$ cat src/design/ncs_pkg.sv
// Shared types and constants for the NAND command cycle sequencer.
`default_nettype none

package ncs_pkg;

    // bus cycle kinds
    localparam logic [1:0] KIND_CMD   = 2'd0;
    localparam logic [1:0] KIND_ADDR  = 2'd1;
    localparam logic [1:0] KIND_DELAY = 2'd2;
    localparam logic [1:0] KIND_POLL  = 2'd3;

    // NAND command bytes
    localparam logic [7:0] OP_READ0       = 8'h00;
    localparam logic [7:0] OP_RNDOUT      = 8'h05;
    localparam logic [7:0] OP_PAGEPROG    = 8'h10;
    localparam logic [7:0] OP_CACHEDPROG  = 8'h15;
    localparam logic [7:0] OP_READSTART   = 8'h30;
    localparam logic [7:0] OP_READOOB     = 8'h50;
    localparam logic [7:0] OP_ERASE1      = 8'h60;
    localparam logic [7:0] OP_STATUS      = 8'h70;
    localparam logic [7:0] OP_SEQIN       = 8'h80;
    localparam logic [7:0] OP_RNDIN       = 8'h85;
    localparam logic [7:0] OP_REPEAT      = 8'h99;
    localparam logic [7:0] OP_ERASE2      = 8'hD0;
    localparam logic [7:0] OP_RNDOUTSTART = 8'hE0;
    localparam logic [7:0] OP_RESET       = 8'hFF;

    // configuration register indexes
    localparam logic [1:0] REG_PAGE_SIZE     = 2'd0;
    localparam logic [1:0] REG_DELAY_TIME    = 2'd1;
    localparam logic [1:0] REG_HAS_READY_PIN = 2'd2;

    localparam logic [12:0] PAGE_SIZE_RESET  = 13'd2048;
    localparam logic [7:0]  DELAY_TIME_RESET = 8'd5;

    // slots of a request's cycle list, emitted in ascending order
    localparam int unsigned NUM_SLOTS = 11;
    localparam logic [3:0] SLOT_CMD      = 4'd0;
    localparam logic [3:0] SLOT_COL_LO   = 4'd1;
    localparam logic [3:0] SLOT_COL_HI   = 4'd2;
    localparam logic [3:0] SLOT_PAGE_0   = 4'd3;
    localparam logic [3:0] SLOT_PAGE_1   = 4'd4;
    localparam logic [3:0] SLOT_PAGE_2   = 4'd5;
    localparam logic [3:0] SLOT_START    = 4'd6;
    localparam logic [3:0] SLOT_DELAY    = 4'd7;
    localparam logic [3:0] SLOT_STATUS   = 4'd8;
    localparam logic [3:0] SLOT_POLL     = 4'd9;
    localparam logic [3:0] SLOT_REREAD   = 4'd10;

    localparam int unsigned QUEUE_DEPTH_DEFAULT = 2;

    typedef struct packed {
        logic [12:0] page_size;
        logic [7:0]  delay_time;
        logic        has_ready_pin;
    } cfg_t;

    // one classified request
    typedef struct packed {
        logic [NUM_SLOTS-1:0] slot_mask;
        logic [7:0]           command;
        logic [12:0]          half_column;
        logic [23:0]          page;
        logic [7:0]           delay_time;
        logic                 start_is_read;
    } desc_t;

    typedef struct packed {
        logic empty;
        logic full;
    } q_stat_t;

endpackage

`default_nettype wire

$ cat src/design/nand_command_cycle_sequencer.sv
// Top level of the NAND command cycle sequencer: configuration registers and block wiring.
//
// Turns one large-page NAND request into its bus cycle words (command latch, address
// latch, delay, status poll), one word per clock on the output channel while out_stall
// is low. A request yields 1 command word, up to 2 column and 3 page words, and tail
// words, from 1 to 11 in all; the cycle generator, emitting one word a clock, sets that rate.
// An accepted request is first written into the queue; its first word is then captured
// in the output register. The front end translates read-OOB and repeat-read and places
// the request in a queue of QUEUE_DEPTH requests, so new requests are taken while
// earlier ones are still being emitted. Configuration registers are written through
// the cfg channel, which is always ready; write them only while the block is idle.
`default_nettype none

module nand_command_cycle_sequencer
    import ncs_pkg::*;
#(
    parameter int unsigned QUEUE_DEPTH = QUEUE_DEPTH_DEFAULT
)
(
    input  wire logic        clk,
    input  wire logic        rst_n,

    input  wire logic        cfg_valid,
    output logic             cfg_ready,
    input  wire logic [1:0]  cfg_index,
    input  wire logic [12:0] cfg_data,

    input  wire logic        in_valid,
    output logic             in_stall,
    input  wire logic [7:0]  command,
    input  wire logic        column_valid,
    input  wire logic [12:0] column,
    input  wire logic        page_valid,
    input  wire logic [23:0] page,

    output logic             out_valid,
    input  wire logic        out_stall,
    output logic [1:0]       cycle_kind,
    output logic [7:0]       cycle_value,
    output logic             last_cycle
);

    cfg_t    cfg_reg;
    cfg_t    cfg_next;
    logic    push;
    desc_t   push_desc;
    logic    pop;
    desc_t   head;
    q_stat_t q_stat;

    assign cfg_ready = 1'b1;

    always_comb
    begin
        cfg_next = cfg_reg;
        if (cfg_valid)
        begin
            case (cfg_index)
                REG_PAGE_SIZE:     cfg_next.page_size     = cfg_data;
                REG_DELAY_TIME:    cfg_next.delay_time    = cfg_data[7:0];
                REG_HAS_READY_PIN: cfg_next.has_ready_pin = cfg_data[0];
                default:           cfg_next = cfg_reg;
            endcase
        end
    end

    always_ff @(posedge clk or negedge rst_n)
    begin
        if (!rst_n)
        begin
            cfg_reg.page_size     <= PAGE_SIZE_RESET;
            cfg_reg.delay_time    <= DELAY_TIME_RESET;
            cfg_reg.has_ready_pin <= 1'b1;
        end
        else
        begin
            cfg_reg <= cfg_next;
        end
    end

    ncs_front u_front (
        .clk          (clk),
        .rst_n        (rst_n),
        .cfg          (cfg_reg),
        .in_valid     (in_valid),
        .command      (command),
        .column_valid (column_valid),
        .column       (column),
        .page_valid   (page_valid),
        .page         (page),
        .q_stat       (q_stat),
        .in_stall     (in_stall),
        .push         (push),
        .push_desc    (push_desc)
    );

    ncs_queue #(
        .DEPTH (QUEUE_DEPTH)
    ) u_queue (
        .clk       (clk),
        .rst_n     (rst_n),
        .push      (push),
        .push_desc (push_desc),
        .pop       (pop),
        .head      (head),
        .q_stat    (q_stat)
    );

    ncs_back u_back (
        .clk         (clk),
        .rst_n       (rst_n),
        .head        (head),
        .q_stat      (q_stat),
        .pop         (pop),
        .out_valid   (out_valid),
        .out_stall   (out_stall),
        .cycle_kind  (cycle_kind),
        .cycle_value (cycle_value),
        .last_cycle  (last_cycle)
    );

    // never write a full queue
    a_no_overflow: assert property (@(posedge clk) disable iff (!rst_n)
        push |-> !q_stat.full)
        else $error("request pushed into a full queue");

    // only retire a request that is present
    a_no_underflow: assert property (@(posedge clk) disable iff (!rst_n)
        pop |-> !q_stat.empty)
        else $error("request retired from an empty queue");

    // a poll word always carries zero
    a_poll_zero: assert property (@(posedge clk) disable iff (!rst_n)
        (out_valid && cycle_kind == KIND_POLL) |-> (cycle_value == 8'h00))
        else $error("poll word with non-zero value");

    // a retired request leaves its final word in the output register
    a_pop_last: assert property (@(posedge clk) disable iff (!rst_n)
        pop |=> (out_valid && last_cycle))
        else $error("request retired without a final word");

endmodule

`default_nettype wire

$ cat src/design/ncs_front.sv
// Front end: accepts requests, translates commands and builds the cycle-slot descriptor.
`default_nettype none

module ncs_front
    import ncs_pkg::*;
(
    input  wire logic        clk,
    input  wire logic        rst_n,
    input  wire cfg_t        cfg,
    input  wire logic        in_valid,
    input  wire logic [7:0]  command,
    input  wire logic        column_valid,
    input  wire logic [12:0] column,
    input  wire logic        page_valid,
    input  wire logic [23:0] page,
    input  wire q_stat_t     q_stat,
    output logic             in_stall,
    output logic             push,
    output desc_t            push_desc
);

    logic [23:0] saved_page_reg;
    logic [23:0] saved_page_next;
    logic        saved_valid_reg;
    logic        saved_valid_next;

    logic        is_oob;
    logic [7:0]  cmd_a;
    logic [7:0]  cmd_b;
    logic [13:0] col_sum;
    logic [13:0] col_minus;
    logic [13:0] col_full;
    logic        col_ok;
    logic [23:0] pg;
    logic        pg_ok;
    logic        is_read0;
    logic [NUM_SLOTS-1:0] mask;

    assign in_stall = q_stat.full;
    assign push     = in_valid && !q_stat.full;

    always_comb
    begin
        is_oob    = (command == OP_READOOB);
        col_sum   = {1'b0, column} + {1'b0, cfg.page_size};
        col_minus = {1'b0, cfg.page_size} - 14'd1;
        if (is_oob)
        begin
            col_full = column_valid ? col_sum : col_minus;
            col_ok   = 1'b1;
            cmd_a    = OP_READ0;
        end
        else
        begin
            col_full = {1'b0, column};
            col_ok   = column_valid;
            cmd_a    = command;
        end

        // repeat reuses the page of the last read
        if (cmd_a == OP_REPEAT)
        begin
            cmd_b = OP_READ0;
            pg    = saved_page_reg;
            pg_ok = saved_valid_reg;
        end
        else
        begin
            cmd_b = cmd_a;
            pg    = page;
            pg_ok = page_valid;
        end
        is_read0 = (cmd_b == OP_READ0);

        mask = '0;
        mask[SLOT_CMD]    = 1'b1;
        mask[SLOT_COL_LO] = col_ok;
        mask[SLOT_COL_HI] = col_ok;
        mask[SLOT_PAGE_0] = pg_ok;
        mask[SLOT_PAGE_1] = pg_ok;
        mask[SLOT_PAGE_2] = pg_ok;
        case (cmd_b)
            OP_READ0:
            begin
                mask[SLOT_START]  = 1'b1;
                mask[SLOT_DELAY]  = 1'b1;
                mask[SLOT_STATUS] = 1'b1;
                mask[SLOT_POLL]   = 1'b1;
                mask[SLOT_REREAD] = 1'b1;
            end
            OP_RNDOUT:
            begin
                mask[SLOT_START] = 1'b1;
            end
            OP_CACHEDPROG, OP_PAGEPROG, OP_ERASE1, OP_ERASE2,
            OP_SEQIN, OP_RNDIN, OP_STATUS:
            begin
                mask[SLOT_START] = 1'b0;
            end
            OP_RESET:
            begin
                mask[SLOT_DELAY]  = !cfg.has_ready_pin;
                mask[SLOT_STATUS] = !cfg.has_ready_pin;
                mask[SLOT_POLL]   = !cfg.has_ready_pin;
            end
            default:
            begin
                mask[SLOT_DELAY] = !cfg.has_ready_pin;
            end
        endcase

        push_desc.slot_mask     = mask;
        push_desc.command       = cmd_b;
        push_desc.half_column   = col_full[13:1];
        push_desc.page          = pg;
        push_desc.delay_time    = cfg.delay_time;
        push_desc.start_is_read = is_read0;

        saved_page_next  = saved_page_reg;
        saved_valid_next = saved_valid_reg;
        if (push && is_read0)
        begin
            saved_page_next  = pg;
            saved_valid_next = pg_ok;
        end
    end

    always_ff @(posedge clk or negedge rst_n)
    begin
        if (!rst_n)
        begin
            saved_page_reg  <= '0;
            saved_valid_reg <= 1'b0;
        end
        else
        begin
            saved_page_reg  <= saved_page_next;
            saved_valid_reg <= saved_valid_next;
        end
    end

endmodule

`default_nettype wire

$ cat src/design/ncs_queue.sv
// Short request queue between the front end and the cycle generator.
`default_nettype none

module ncs_queue
    import ncs_pkg::*;
#(
    parameter int unsigned DEPTH = QUEUE_DEPTH_DEFAULT
)
(
    input  wire logic  clk,
    input  wire logic  rst_n,
    input  wire logic  push,
    input  wire desc_t push_desc,
    input  wire logic  pop,
    output desc_t      head,
    output q_stat_t    q_stat
);

    localparam int unsigned PTR_W = $clog2(DEPTH);
    localparam int unsigned CNT_W = $clog2(DEPTH + 1);

    desc_t            entry_reg [DEPTH];
    logic [PTR_W-1:0] wr_ptr_reg;
    logic [PTR_W-1:0] wr_ptr_next;
    logic [PTR_W-1:0] rd_ptr_reg;
    logic [PTR_W-1:0] rd_ptr_next;
    logic [CNT_W-1:0] count_reg;
    logic [CNT_W-1:0] count_next;

    assign head         = entry_reg[rd_ptr_reg];
    assign q_stat.empty = (count_reg == '0);
    assign q_stat.full  = (count_reg == CNT_W'(DEPTH));

    always_comb
    begin
        wr_ptr_next = wr_ptr_reg;
        rd_ptr_next = rd_ptr_reg;
        count_next  = count_reg;
        if (push)
        begin
            wr_ptr_next = (wr_ptr_reg == PTR_W'(DEPTH - 1)) ? '0 : wr_ptr_reg + PTR_W'(1);
        end
        if (pop)
        begin
            rd_ptr_next = (rd_ptr_reg == PTR_W'(DEPTH - 1)) ? '0 : rd_ptr_reg + PTR_W'(1);
        end
        if (push && !pop)
        begin
            count_next = count_reg + CNT_W'(1);
        end
        else if (pop && !push)
        begin
            count_next = count_reg - CNT_W'(1);
        end
    end

    always_ff @(posedge clk or negedge rst_n)
    begin
        if (!rst_n)
        begin
            wr_ptr_reg <= '0;
            rd_ptr_reg <= '0;
            count_reg  <= '0;
        end
        else
        begin
            wr_ptr_reg <= wr_ptr_next;
            rd_ptr_reg <= rd_ptr_next;
            count_reg  <= count_next;
        end
    end

    always_ff @(posedge clk)
    begin
        if (push)
        begin
            entry_reg[wr_ptr_reg] <= push_desc;
        end
    end

endmodule

`default_nettype wire

$ cat src/design/ncs_back.sv
// Back end: walks the head request's slots and emits one bus cycle word per clock while not stalled.
`default_nettype none

module ncs_back
    import ncs_pkg::*;
(
    input  wire logic    clk,
    input  wire logic    rst_n,
    input  wire desc_t   head,
    input  wire q_stat_t q_stat,
    output logic         pop,
    output logic         out_valid,
    input  wire logic    out_stall,
    output logic [1:0]   cycle_kind,
    output logic [7:0]   cycle_value,
    output logic         last_cycle
);

    logic [NUM_SLOTS-1:0] done_reg;
    logic [NUM_SLOTS-1:0] done_next;
    logic                 out_valid_reg;
    logic                 out_valid_next;
    logic [1:0]           kind_reg;
    logic [7:0]           value_reg;
    logic                 last_reg;

    logic [NUM_SLOTS-1:0] remaining;
    logic [NUM_SLOTS-1:0] sel;
    logic [3:0]           slot;
    logic                 is_last;
    logic                 advance;
    logic                 emit;
    logic [1:0]           kind;
    logic [7:0]           value;

    assign out_valid   = out_valid_reg;
    assign cycle_kind  = kind_reg;
    assign cycle_value = value_reg;
    assign last_cycle  = last_reg;

    always_comb
    begin
        remaining = head.slot_mask & ~done_reg;
        // isolate the lowest pending slot
        sel       = remaining & (~remaining + NUM_SLOTS'(1));
        slot      = SLOT_CMD;
        for (int i = 0; i < NUM_SLOTS; i++)
        begin
            if (sel[i])
            begin
                slot = 4'(i);
            end
        end
        is_last = ((remaining & ~sel) == '0);
        advance = !out_valid_reg || !out_stall;
        emit    = !q_stat.empty && advance;
        pop     = emit && is_last;

        case (slot)
            SLOT_CMD:    begin kind = KIND_CMD;   value = head.command;                   end
            SLOT_COL_LO: begin kind = KIND_ADDR;  value = head.half_column[7:0];          end
            SLOT_COL_HI: begin kind = KIND_ADDR;  value = {3'b000, head.half_column[12:8]}; end
            SLOT_PAGE_0: begin kind = KIND_ADDR;  value = head.page[7:0];                 end
            SLOT_PAGE_1: begin kind = KIND_ADDR;  value = head.page[15:8];                end
            SLOT_PAGE_2: begin kind = KIND_ADDR;  value = head.page[23:16];               end
            SLOT_START:
            begin
                kind  = KIND_CMD;
                value = head.start_is_read ? OP_READSTART : OP_RNDOUTSTART;
            end
            SLOT_DELAY:  begin kind = KIND_DELAY; value = head.delay_time;                end
            SLOT_STATUS: begin kind = KIND_CMD;   value = OP_STATUS;                      end
            SLOT_POLL:   begin kind = KIND_POLL;  value = 8'h00;                          end
            SLOT_REREAD: begin kind = KIND_CMD;   value = OP_READ0;                       end
            default:     begin kind = KIND_CMD;   value = 8'h00;                          end
        endcase

        done_next      = done_reg;
        out_valid_next = out_valid_reg;
        if (emit)
        begin
            out_valid_next = 1'b1;
            done_next      = is_last ? '0 : (done_reg | sel);
        end
        else if (advance)
        begin
            out_valid_next = 1'b0;
        end
    end

    always_ff @(posedge clk or negedge rst_n)
    begin
        if (!rst_n)
        begin
            done_reg      <= '0;
            out_valid_reg <= 1'b0;
        end
        else
        begin
            done_reg      <= done_next;
            out_valid_reg <= out_valid_next;
        end
    end

    // hold the word while stalled
    always_ff @(posedge clk)
    begin
        if (emit)
        begin
            kind_reg  <= kind;
            value_reg <= value;
            last_reg  <= is_last;
        end
    end

endmodule

`default_nettype wire
$ cat config.mk
export PLATFORM = sky130hd
export DESIGN_NAME = nand_command_cycle_sequencer
export DESIGN_NICKNAME = d
export VERILOG_FILES = /design/src/design/ncs_pkg.sv /design/src/design/nand_command_cycle_sequencer.sv /design/src/design/ncs_front.sv /design/src/design/ncs_queue.sv /design/src/design/ncs_back.sv
export SDC_FILE = /design/constraint.sdc
export NUM_CORES = 1
export LEC_CHECK = 0
export CORE_AREA = 2 2 152 154
export DETAILED_ROUTE_END_ITERATION = 8
export DIE_AREA = 0 0 154 156
export DONT_BUFFER_PORTS = 1
export GPL_ROUTABILITY_DRIVEN = 0
export PLACE_DENSITY = 0.62
export RECOVER_POWER = 50
export SLEW_MARGIN = 20
export SYNTH_ARGS = -nofsm -noshare
export SYNTH_HDL_FRONTEND = slang
export SYNTH_SLANG_ARGS = --single-unit
$ cat constraint.sdc
create_clock -name clk -period 4.75 [get_ports clk]
set_clock_uncertainty 0.2 [all_clocks]
set_input_delay 0.475 -clock clk [delete_from_list [all_inputs] [get_ports clk]]
set_output_delay 0.475 -clock clk [all_outputs]
set_load 0.1 [all_outputs]
==> metrics, run 1 <==
status complete, but fails checks; failing checks capacitance limit, slew limit; unrepaired setup endpoints after global routing false; area of the multi-input gates ~3200 µm²; commonest non-fill, non-tap cell in the layout edfxtp_1; Post-Syn Area 8840 µm²; Least-Margin Pin Slew 1.89 ns; final max-slew violation count 53; initial antenna violation count 2; endpoint class of the critical path register; Overflow after GRT 0; Hold WS 0.0909 ns; PortBufs 0; CTS tree yes; Core ar. between 20,000 and 25,000 µm²; chip height 156 µm; All-Layer GR Usage 0.163; asr flop ratio synth 0.328; post-cts resize count 0; required time of the critical path 4.75 ns; Largest register FFs 118; Via-to-Cell Ratio 5.57; worst setup margin 1.36 ns; total negative slack 0 ns; crit path max fanout 19; share of the yosys chip area belonging to registers 0.617; Place WS 1.37 ns; RR Startpoint u_queue.rd_ptr_reg$_DFFE_PN0P_; Die X 154 µm; Hold Path Origin cfg_index[1]; drt wl/cell 20.1 µm; DR pass1 iterations 4; H-tree depth 4; Post-synth top flop edfxtp_1; row count 55; placed cell area 9150 µm²; layout filler cell count 1,987; hold path depth 2; PwrDens ~600 nW/µm²; clock sinks 192; fin crit share 0.714; Vias 5,315; Post-Layout Inst Area 9880 µm²; Area growth syn-to-layout 11.8%; final wirelength approximately 19 mm; total CTS buffers 17; residual DRC count 0; WHS Endpoint cfg_reg[0]$_DFFE_PN1P_; Cell Chain, Critical Path mux2_2, a21bo_2, or3_1, nor2_1, a221oi_1, o221ai_1; Worst Setup Start Kind register; most frequent cells in the layout edfxtp_1, dfrtp_1, mux2_2; largest net degree at the start of global routing 64; Final Power 5.92 mW; CP max stage delay approximately 0.72 ns; Boundary Pins 81; Initial Util 0.395; Crit Path Category register to register; die footprint about 24,000 µm²; Max VDD drop ~270 µV; Max Root-Sink Buffers 2; r2r setup slk approximately 1.4 ns; Netlist cell types 61; Synth Instances 639; P_leak 3.84 nW; Fmax 295 MHz; Critical Path Start u_queue.rd_ptr_reg$_DFFE_PN0P_; worst rel slew slack -0.258; Avg Cell Area, Syn ~14 µm²; clock root cell clkbuf_16; number of routed nets with antenna violations 0; R2R depth 6; HPWL after detailed placement around 13 mm; Max-Cap Viols 2; drt initial violations 338; Final Hold Vio Count 0; Tightest Hold Check Type input port to register; first-pass GRT wire length 29.9 mm; Nets 737; WP data arrival 3.39 ns; share of cells above drive strength 1 0.193; Reg clk slew, reported paths 0.07 ns; Post-Syn Nets 720; synthesis warning total 0; Post-synth EDFFs between 100 and 150; later-pin clock latency in the skew report 0.43 ns; slowest CP cell dfrtp_2; Setup-failing EPs final 0; r2r endpoint u_back.cycle_value[1]$_DFFE_PP_; vias in the first global route between 5,000 and 6,000; FF+latch area 5460 µm²; flops & latches, synth roughly 190; Tmin final 3.39 ns
[worst max path at each step]
stage,slack (ns),end
4_1_cts,1.41,u_queue.count_reg[1]$_DFFE_PN0P_
3_3_place_gp,1.48,u_front.saved_page_reg[11]$_DFFE_PN0P_
2_1_floorplan,0.54,u_queue.entry_reg[0][0]$_DFFE_PP_
3_5_place_dp,1.37,u_front.saved_page_reg[8]$_DFFE_PN0P_
5_1_grt,1.17,u_queue.count_reg[1]$_DFFE_PN0P_
6_report,1.36,u_back.cycle_value[1]$_DFFE_PP_
[through the flow]
step           utilization  cells
2_1_floorplan            -    639
3_3_place_gp         0.409    903
3_5_place_dp         0.409    903
4_1_cts              0.443    954
5_1_grt              0.442    955
6_report             0.442    955
[worst max-delay path, delay by kind of cell, from the launching register on]
kind	cells	cell delay (ns)
flops	1	0.72
simple gates	2	1.05
compound gates	3	0.73
mux	1	0.45
[final cells by class]
cell class	count	area share
Inverter	7	0.00279
Clock inverter	15	0.0129
Clock buffer	17	0.0430
Antenna cell	1	0.000253
Sequential cell	192	0.552
Tap cell	285	0.0361
Timing Repair Buffer	27	0.0267
Multi-Input combinational cell	411	0.326
[what timing repair did]
item,in CTS,in global routing
buffers inserted,0,0
hold buffers,19,0
hold endpoints to repair,92,0
[where the power goes]
part	total, mW	switching, mW	internal [mW]	leakage [nW]
registers	2.90	0.605	2.30	1.99
logic	1.68	1.04	0.643	1.59
clock network	1.34	0.651	0.686	0.268
[layer usage]
| metal | part of all wire | up-vias | track usage |
|---|---|---|---|
| met5 | 0.00037 | - | 0 |
| met4 | 0.024 | 2 | 0.0623 |
| met3 | 0.059 | 38 | 0.0417 |
| met2 | 0.50 | 187 | 0.276 |
| met1 | 0.42 | 2640 | 0.202 |
| li1 | - | 2448 | - |
[cells in the mapped netlist, types with 6 or more instances]
library cell,count,area [µm²]
a21oi_1,27,135
a31oi_1,7,43.8
buf_2,6,30.0
clkbuf_1,18,67.6
dfrtp_1,59,1480
edfxtp_1,129,3870
ha_1,13,163
inv_1,6,22.5
mux2_2,64,721
mux2_4,20,300
mux2i_1,48,480
nand2_1,28,105
nand2b_1,17,106
nor2_1,47,176
nor3_1,6,30.0
o21ai_0,24,120
o22ai_1,15,93.8
xor2_1,11,96.3
[cell families after synthesis]
| logic type | share of synthesized area |
|---|---|
| AOI/OAI and AO/OA | 0.0792 |
| xor gates and xnor gates | 0.0158 |
| adders and majority gates | 0.0207 |
| buffers and inverters | 0.0184 |
| DFF | 0.617 |
| muxes | 0.170 |
| other | 0.000424 |
| and+or+nand+nor | 0.0788 |
No activity file was read; power rests on OpenSTA's default activity.
==> run 2: changes to the inputs <==
--- a/config.mk
+++ b/config.mk
@@ -10,7 +10,7 @@
 export DIE_AREA = 0 0 154 156
 export DONT_BUFFER_PORTS = 1
 export GPL_ROUTABILITY_DRIVEN = 0
-export PLACE_DENSITY = 0.62
+export PLACE_DENSITY = 0.64
 export RECOVER_POWER = 50
 export SLEW_MARGIN = 20
 export SYNTH_ARGS = -nofsm -noshare
==> constraint.sdc (replaced) <==
create_clock -name clk -period 2.9 [get_ports clk]
set_clock_uncertainty 0.2 [all_clocks]
set_input_delay 0.29 -clock clk [delete_from_list [all_inputs] [get_ports clk]]
set_output_delay 0.29 -clock clk [all_outputs]
set_load 0.1 [all_outputs]
==> run 2 against run 1 <==
The run still ends with capacitance limit, slew limit left. Clock-buffer cell count increased by 5. Maximum frequency increased by 23%. Power increased by 73%. Worst setup slack got worse by 1.2 ns. Hold slack got worse by 0.073 ns. Die area unchanged. Critical path depth increased by 3. Final area increased by 7.1%. Critical path type unchanged. Critical endpoint is now u_queue.entry_reg[0][44]$_DFFE_PP_.
==> metrics, run 2 (synthesized netlist as in run 1, its figures left out) <==
worst rel slew slack -0.186 (+0.0719); All-Layer GR Usage 0.168 (+0.00517); non-filler cells, final 1,013 (+6.1%); residual DRC count 0 (unchanged); final core area utilization 0.473 (+0.0312); drt initial violations 305 (-9.8%); Nets 796 (+8.0%); Max VDD drop 477 µV (+74%); Crit path max-delay family compound AO/OA/AOI/OAI gates; placed cells 918 (+1.7%); final max-slew violation count 138 (+160%); clock sinks 192 (unchanged); number of routed nets with antenna violations 0 (unchanged); worst setup margin 0.154 ns (-1.20 ns); total negative slack 0 ns (unchanged); Tmin final 2.75 ns (-0.645 ns); area of the multi-input gates 3300 µm² (+2.3%); PortBufs 0 (unchanged); PwrDens 970 nW/µm² (+62%); Fmax 364 MHz (+23%); failing checks capacitance limit, slew limit; Vias 5,485 (+3.2%); FF+latch area 5460 µm² (unchanged); largest net degree at the start of global routing 64 (unchanged); placed cell area 9340 µm² (+2.1%); DR pass1 iterations 5 (+1); Die X 154 µm (unchanged); postcts setup bufs 0 (unchanged); fin crit share 0.947 (+0.233); row count 55 (unchanged); RR Startpoint cfg_reg[9]$_DFFE_PN0P_; Crit Path Category register to register; CP max stage delay 0.41 ns (-0.31 ns); drt wl/cell 19.3 µm (-3.5%); Hold Path Origin column[6]; later-pin clock latency in the skew report 0.43 ns (about the same); r2r endpoint u_queue.entry_reg[0][44]$_DFFE_PP_; Hold WS 0.0179 ns (-0.0730 ns); commonest non-fill, non-tap cell in the layout edfxtp_1; Max Root-Sink Buffers 2 (unchanged); most frequent cells in the layout edfxtp_1, mux2_2, dlygate4sd3_1; r2r setup slk 0.15 ns (-1.20 ns); Post-Layout Inst Area 10,600 µm² (+7.1%); slowest CP cell dfrtp_1; Boundary Pins 81 (unchanged); Initial Util 0.395 (unchanged); crit path buf inv count 0 (unchanged); Tightest Hold Check Type input port to register; die footprint 24,000 µm² (unchanged); chip height 156 µm (unchanged); CTS tree yes; required time of the critical path 2.87 ns (-1.88 ns); vias in the first global route 5,661 (+4.4%); status complete, but fails checks; hold path depth 2 (unchanged); Final Power 10.3 mW (+73%); Core ar. 22,400 µm² (unchanged); clock root cell clkbuf_16; H-tree depth 4 (unchanged); Area growth syn-to-layout 19.6%; Least-Margin Pin Slew 1.77 ns (-0.112 ns); Overflow after GRT 0 (unchanged); Reg clk slew, reported paths 0.07 ns (about the same); ant diodes 0 (-1); Worst Setup Start Kind register; layout filler cell count 1,908 (-4.0%); WP data arrival 2.71 ns (-0.68 ns); endpoint class of the critical path register; share of cells above drive strength 1 0.220 (+0.0270); WHS Endpoint u_queue.entry_reg[1][38]$_DFFE_PP_; Via-to-Cell Ratio 5.41 (-2.7%); Cell Chain, Critical Path and2_1, fa_1, a21o_1, a31oi_1, a21oi_1, a211oi_2, a22oi_1, xnor2_1, o21ai_1; final wirelength 19.6 mm (+2.3%); initial antenna violation count 0 (-2); first-pass GRT wire length 30.9 mm (+3.2%); Largest register FFs 118 (unchanged); Place WS -0.0217 ns (-1.39 ns); Max-Cap Viols 3 (+1); P_leak 4.13 nW (+7.5%); Final Hold Vio Count 0 (unchanged); HPWL after detailed placement 13.5 mm (+0.60%); Setup-failing EPs final 0 (unchanged); R2R depth 9 (+3); crit path max fanout 3 (-16); total CTS buffers 17 (unchanged); unrepaired setup endpoints after global routing false
[run 2: final cells by class]
class / instances / area share
Clock inverter: 10 / 0.0117
Tap cell: 285 / 0.0337
Clock buffer: 22 / 0.0469
Multi-Input combinational cell: 411 / 0.312
Sequential cell: 192 / 0.516
Inverter: 7 / 0.00260
Timing Repair Buffer: 86 / 0.0777
[run 2: worst reg2reg max path, stage by stage, from the launching register on]
cell and delay, ns:
dfrtp_1 0.41, and2_1 0.17, fa_1 0.41, a21o_1 0.19, a31oi_1 0.25, a21oi_1 0.17, a211oi_2 0.29, a22oi_1 0.15
xnor2_1 0.16, o21ai_1 0.10
[run 2: repair_timing]
action | in CTS | in global routing
hold buffers | 63 | 0
hold endpoints to repair | 202 | 0
resized for setup | 0 | 12
endpoints found under the setup margin | 0 | 7
[run 2: worst max path at each step]
stage	end	startpoint	slack, ns	depth (start not counted)
floorplan	u_queue.count_reg[1]$_DFFE_PN0P_	u_queue.rd_ptr_reg$_DFFE_PN0P_	-0.03	14
global placement	u_queue.entry_reg[1][44]$_DFFE_PP_	column[0]	0.08	10
detailed placement	u_front.saved_page_reg[22]$_DFFE_PN0P_	command[1]	-0.02	7
CTS	u_queue.count_reg[1]$_DFFE_PN0P_	u_queue.rd_ptr_reg$_DFFE_PN0P_	0.006	13
global route	u_queue.entry_reg[0][45]$_DFFE_PP_	cfg_reg[12]$_DFFE_PN0P_	0.003	8
finish	u_queue.entry_reg[0][44]$_DFFE_PP_	cfg_reg[9]$_DFFE_PN0P_	0.15	9
[run 2: power breakdown]
part           internal, mW  switching (mW)
sequential             3.77           0.901
clock                  1.41            1.01
combinational          1.28            1.89
[run 2: routing by layer]
| layer | share of wire | track usage | wire length, µm |
|---|---|---|---|
| met5 | 0 | 0 | 0 |
| met4 | 0.017 | 0.0472 | 337 |
| met3 | 0.059 | 0.0425 | 1160 |
| met2 | 0.50 | 0.289 | 9810 |
| met1 | 0.42 | 0.212 | 8290 |
==> run 3: changes to the inputs <==
--- a/config.mk
+++ b/config.mk
@@ -10,7 +10,7 @@
 export DIE_AREA = 0 0 154 156
 export DONT_BUFFER_PORTS = 1
 export GPL_ROUTABILITY_DRIVEN = 0
-export PLACE_DENSITY = 0.64
+export PLACE_DENSITY = 0.62
 export RECOVER_POWER = 50
 export SLEW_MARGIN = 20
 export SYNTH_ARGS = -nofsm -noshare
==> constraint.sdc (replaced) <==
create_clock -name clk -period 3.56 [get_ports clk]
set_clock_uncertainty 0.2 [all_clocks]
set_input_delay 0.356 -clock clk [delete_from_list [all_inputs] [get_ports clk]]
set_output_delay 0.356 -clock clk [all_outputs]
set_load 0.1 [all_outputs]
==> run 3 against run 2 <==
The run still ends with capacitance limit, slew limit left. Die area did not move. Sequential power fell by 18%. Via count fell by 2.2%. Non-clock buffer count fell by 22. Hold slack barely moved. Routed wire length fell by 0.51%. Clock-buffer cell count rose by 3. Critical path depth fell by 1. Clock power fell by 21%. Flip-flop and latch count did not move. Final area fell by 3.1%. Power fell by 21%. Largest power group unchanged.
==> metrics, run 3 (synthesized netlist as in run 1, its figures left out) <==
share of cells above drive strength 1 0.170 (-0.0498); chip height 156 µm (unchanged); Reg clk slew, reported paths 0.07 ns (about the same); commonest non-fill, non-tap cell in the layout edfxtp_1; Fmax 320 MHz; DR pass1 iterations 5 (unchanged); crit path buf inv count 1 (+1); layout filler cell count 1,966 (+3.0%); worst rel slew slack -0.201 (-0.0150); later-pin clock latency in the skew report 0.43 ns (about the same); Tightest Hold Check Type input port to register; Overflow after GRT 0 (unchanged); status complete, but fails checks; Core ar. 22,400 µm² (unchanged); Max VDD drop 436 µV (-8.7%); Die X 154 µm (unchanged); Largest register FFs 118 (unchanged); All-Layer GR Usage 0.170 (+0.00136); Area growth syn-to-layout 16.0%; Via-to-Cell Ratio 5.41 (about the same); Max-Cap Viols 2 (-1); Worst Setup Start Kind input port; required time of the critical path 3.67 ns (+0.80 ns); Tmin final 3.12 ns; Crit Path Category input port to register; vias in the first global route 5,551 (-1.9%); Initial Util 0.395 (unchanged); first-pass GRT wire length 31.1 mm (+0.62%); P_leak 4.02 nW (-2.7%); CTS tree yes; fin crit share 0.877; PortBufs 0 (unchanged); Setup-failing EPs final 0 (unchanged); ant diodes 0 (unchanged); PwrDens 786 nW/µm² (-19%); row count 55 (unchanged); Nets 774 (-2.8%); drt initial violations 359 (+18%); crit path max fanout 25 (+22); number of routed nets with antenna violations 0 (unchanged); CP max stage delay 0.68 ns (+0.27 ns); final max-slew violation count 78 (-43%); failing checks capacitance limit, slew limit; HPWL after detailed placement 13.5 mm (+0.20%); WP data arrival 3.24 ns (+0.53 ns); residual DRC count 0 (unchanged); initial antenna violation count 0 (unchanged); total negative slack 0 ns (unchanged); Final Hold Vio Count 0 (unchanged); Final Power 8.06 mW (-21%); H-tree depth 4 (unchanged); drt wl/cell 19.7 µm (+1.7%); Max Root-Sink Buffers 2 (unchanged); slowest CP cell or3b_1; die footprint 24,000 µm² (unchanged); Vias 5,364 (-2.2%); endpoint class of the critical path register; final wirelength 19.5 mm (-0.51%); most frequent cells in the layout edfxtp_1, dfrtp_1, dlygate4sd3_1; largest net degree at the start of global routing 64 (unchanged); total CTS buffers 17 (unchanged); clock root cell clkbuf_16; Least-Margin Pin Slew 1.80 ns (+0.0224 ns); unrepaired setup endpoints after global routing false; Boundary Pins 81 (unchanged); Crit path max-delay family simple AND/OR/NAND/NOR gates; clock sinks 192 (unchanged); Cell Chain, Critical Path nor3_1, nand3_1, or3b_1, and2_0, or4_4, clkinv_2, nand2_4, mux2_4
==> run 3: cell types whose count changed in the layout (fill, tap and decap cells not counted), moves of 3 or more <==
cell | previous run | this run
buf_12 | 3 | 0
clkinv_4 | 3 | 0
mux2_1 | 1 | 17
mux2i_1 | 45 | 48
buf_4 | 14 | 10
mux2_2 | 62 | 47
dlygate4sd3_1 | 62 | 50
==> run 3: worst register-to-register path, stage by stage, from the launching register on <==
cell and delay [ns]:
dfrtp_2 0.49, mux2_2 0.41, a21bo_2 0.25, nor2_1 0.31, a22o_1 0.19, a21oi_1 0.06
or3_1 0.47, o2111ai_1 0.40
==> run 3: area by class of cell <==
class | count | area (µm²) | share of cell area
clock buffers | 25 | 561 | 0.0546
clock inverters | 7 | 41.3 | 0.00403
inverters | 7 | 27.5 | 0.00268
multi-input cells | 411 | 3220 | 0.314
flip-flops and latches | 192 | 5460 | 0.532
well taps | 285 | 357 | 0.0348
repair buffers | 64 | 592 | 0.0577
==> run 3: routing by layer <==
| metal | part of all wire | routed length (µm) | GRT usage |
|---|---|---|---|
| met5 | 0 | 0 | 0 |
| met4 | 0.012 | 231 | 0.0467 |
| met3 | 0.055 | 1070 | 0.0400 |
| met2 | 0.50 | 9840 | 0.294 |
| met1 | 0.43 | 8360 | 0.213 |
==> run 3: final timing paths <==
path	depth (start not counted)	slack (ns)	to	from
worst max-delay path	8	0.44	u_front.saved_page_reg[14]$_DFFE_PN0P_	command[1]
worst min-delay path	2	0.02	u_queue.entry_reg[1][43]$_DFFE_PP_	column[11]
worst max register to register	7	0.56	u_back.cycle_value[4]$_DFFE_PP_	u_queue.rd_ptr_reg$_DFFE_PN0P_
worst min register to register	0	0.29	u_queue.entry_reg[1][4]$_DFFE_PP_	cfg_reg[4]$_DFFE_PN0P_
max in group asynchronous	2	1.32	u_queue.rd_ptr_reg$_DFFE_PN0P_	rst_n
min in group asynchronous	2	0.76	u_back.done_reg[7]$_DFFE_PN0P_	rst_n
==> run 3: timing repair <==
item | CTS | global route
setup buffers | 0 | 0
gates resized for setup | 0 | 0
hold buffers | 51 | 0
endpoints found under the hold margin | 154 | 0
endpoints found under the setup margin | 0 | 0
==> run 3: power by group <==
group	internal, mW	leakage, nW	switching, mW
sequential	3.06	1.99	0.749
clock	1.10	0.298	0.798
combinational	0.901	1.73	1.45
==> run 3: metrics by stage <==
step	worst slack (ns)	instances	area (µm²)	utilization	hold WS, ns
finish	0.438	991	10300	0.459	0.0183
global route	0.288	991	10300	0.459	0.00410
CTS	0.624	991	10300	0.461	0.00140
detailed placement	0.432	908	9190	0.411	-0.137
global placement	0.542	908	9190	0.411	-0.137
floorplan	0.171	639	8850	-	-0.140
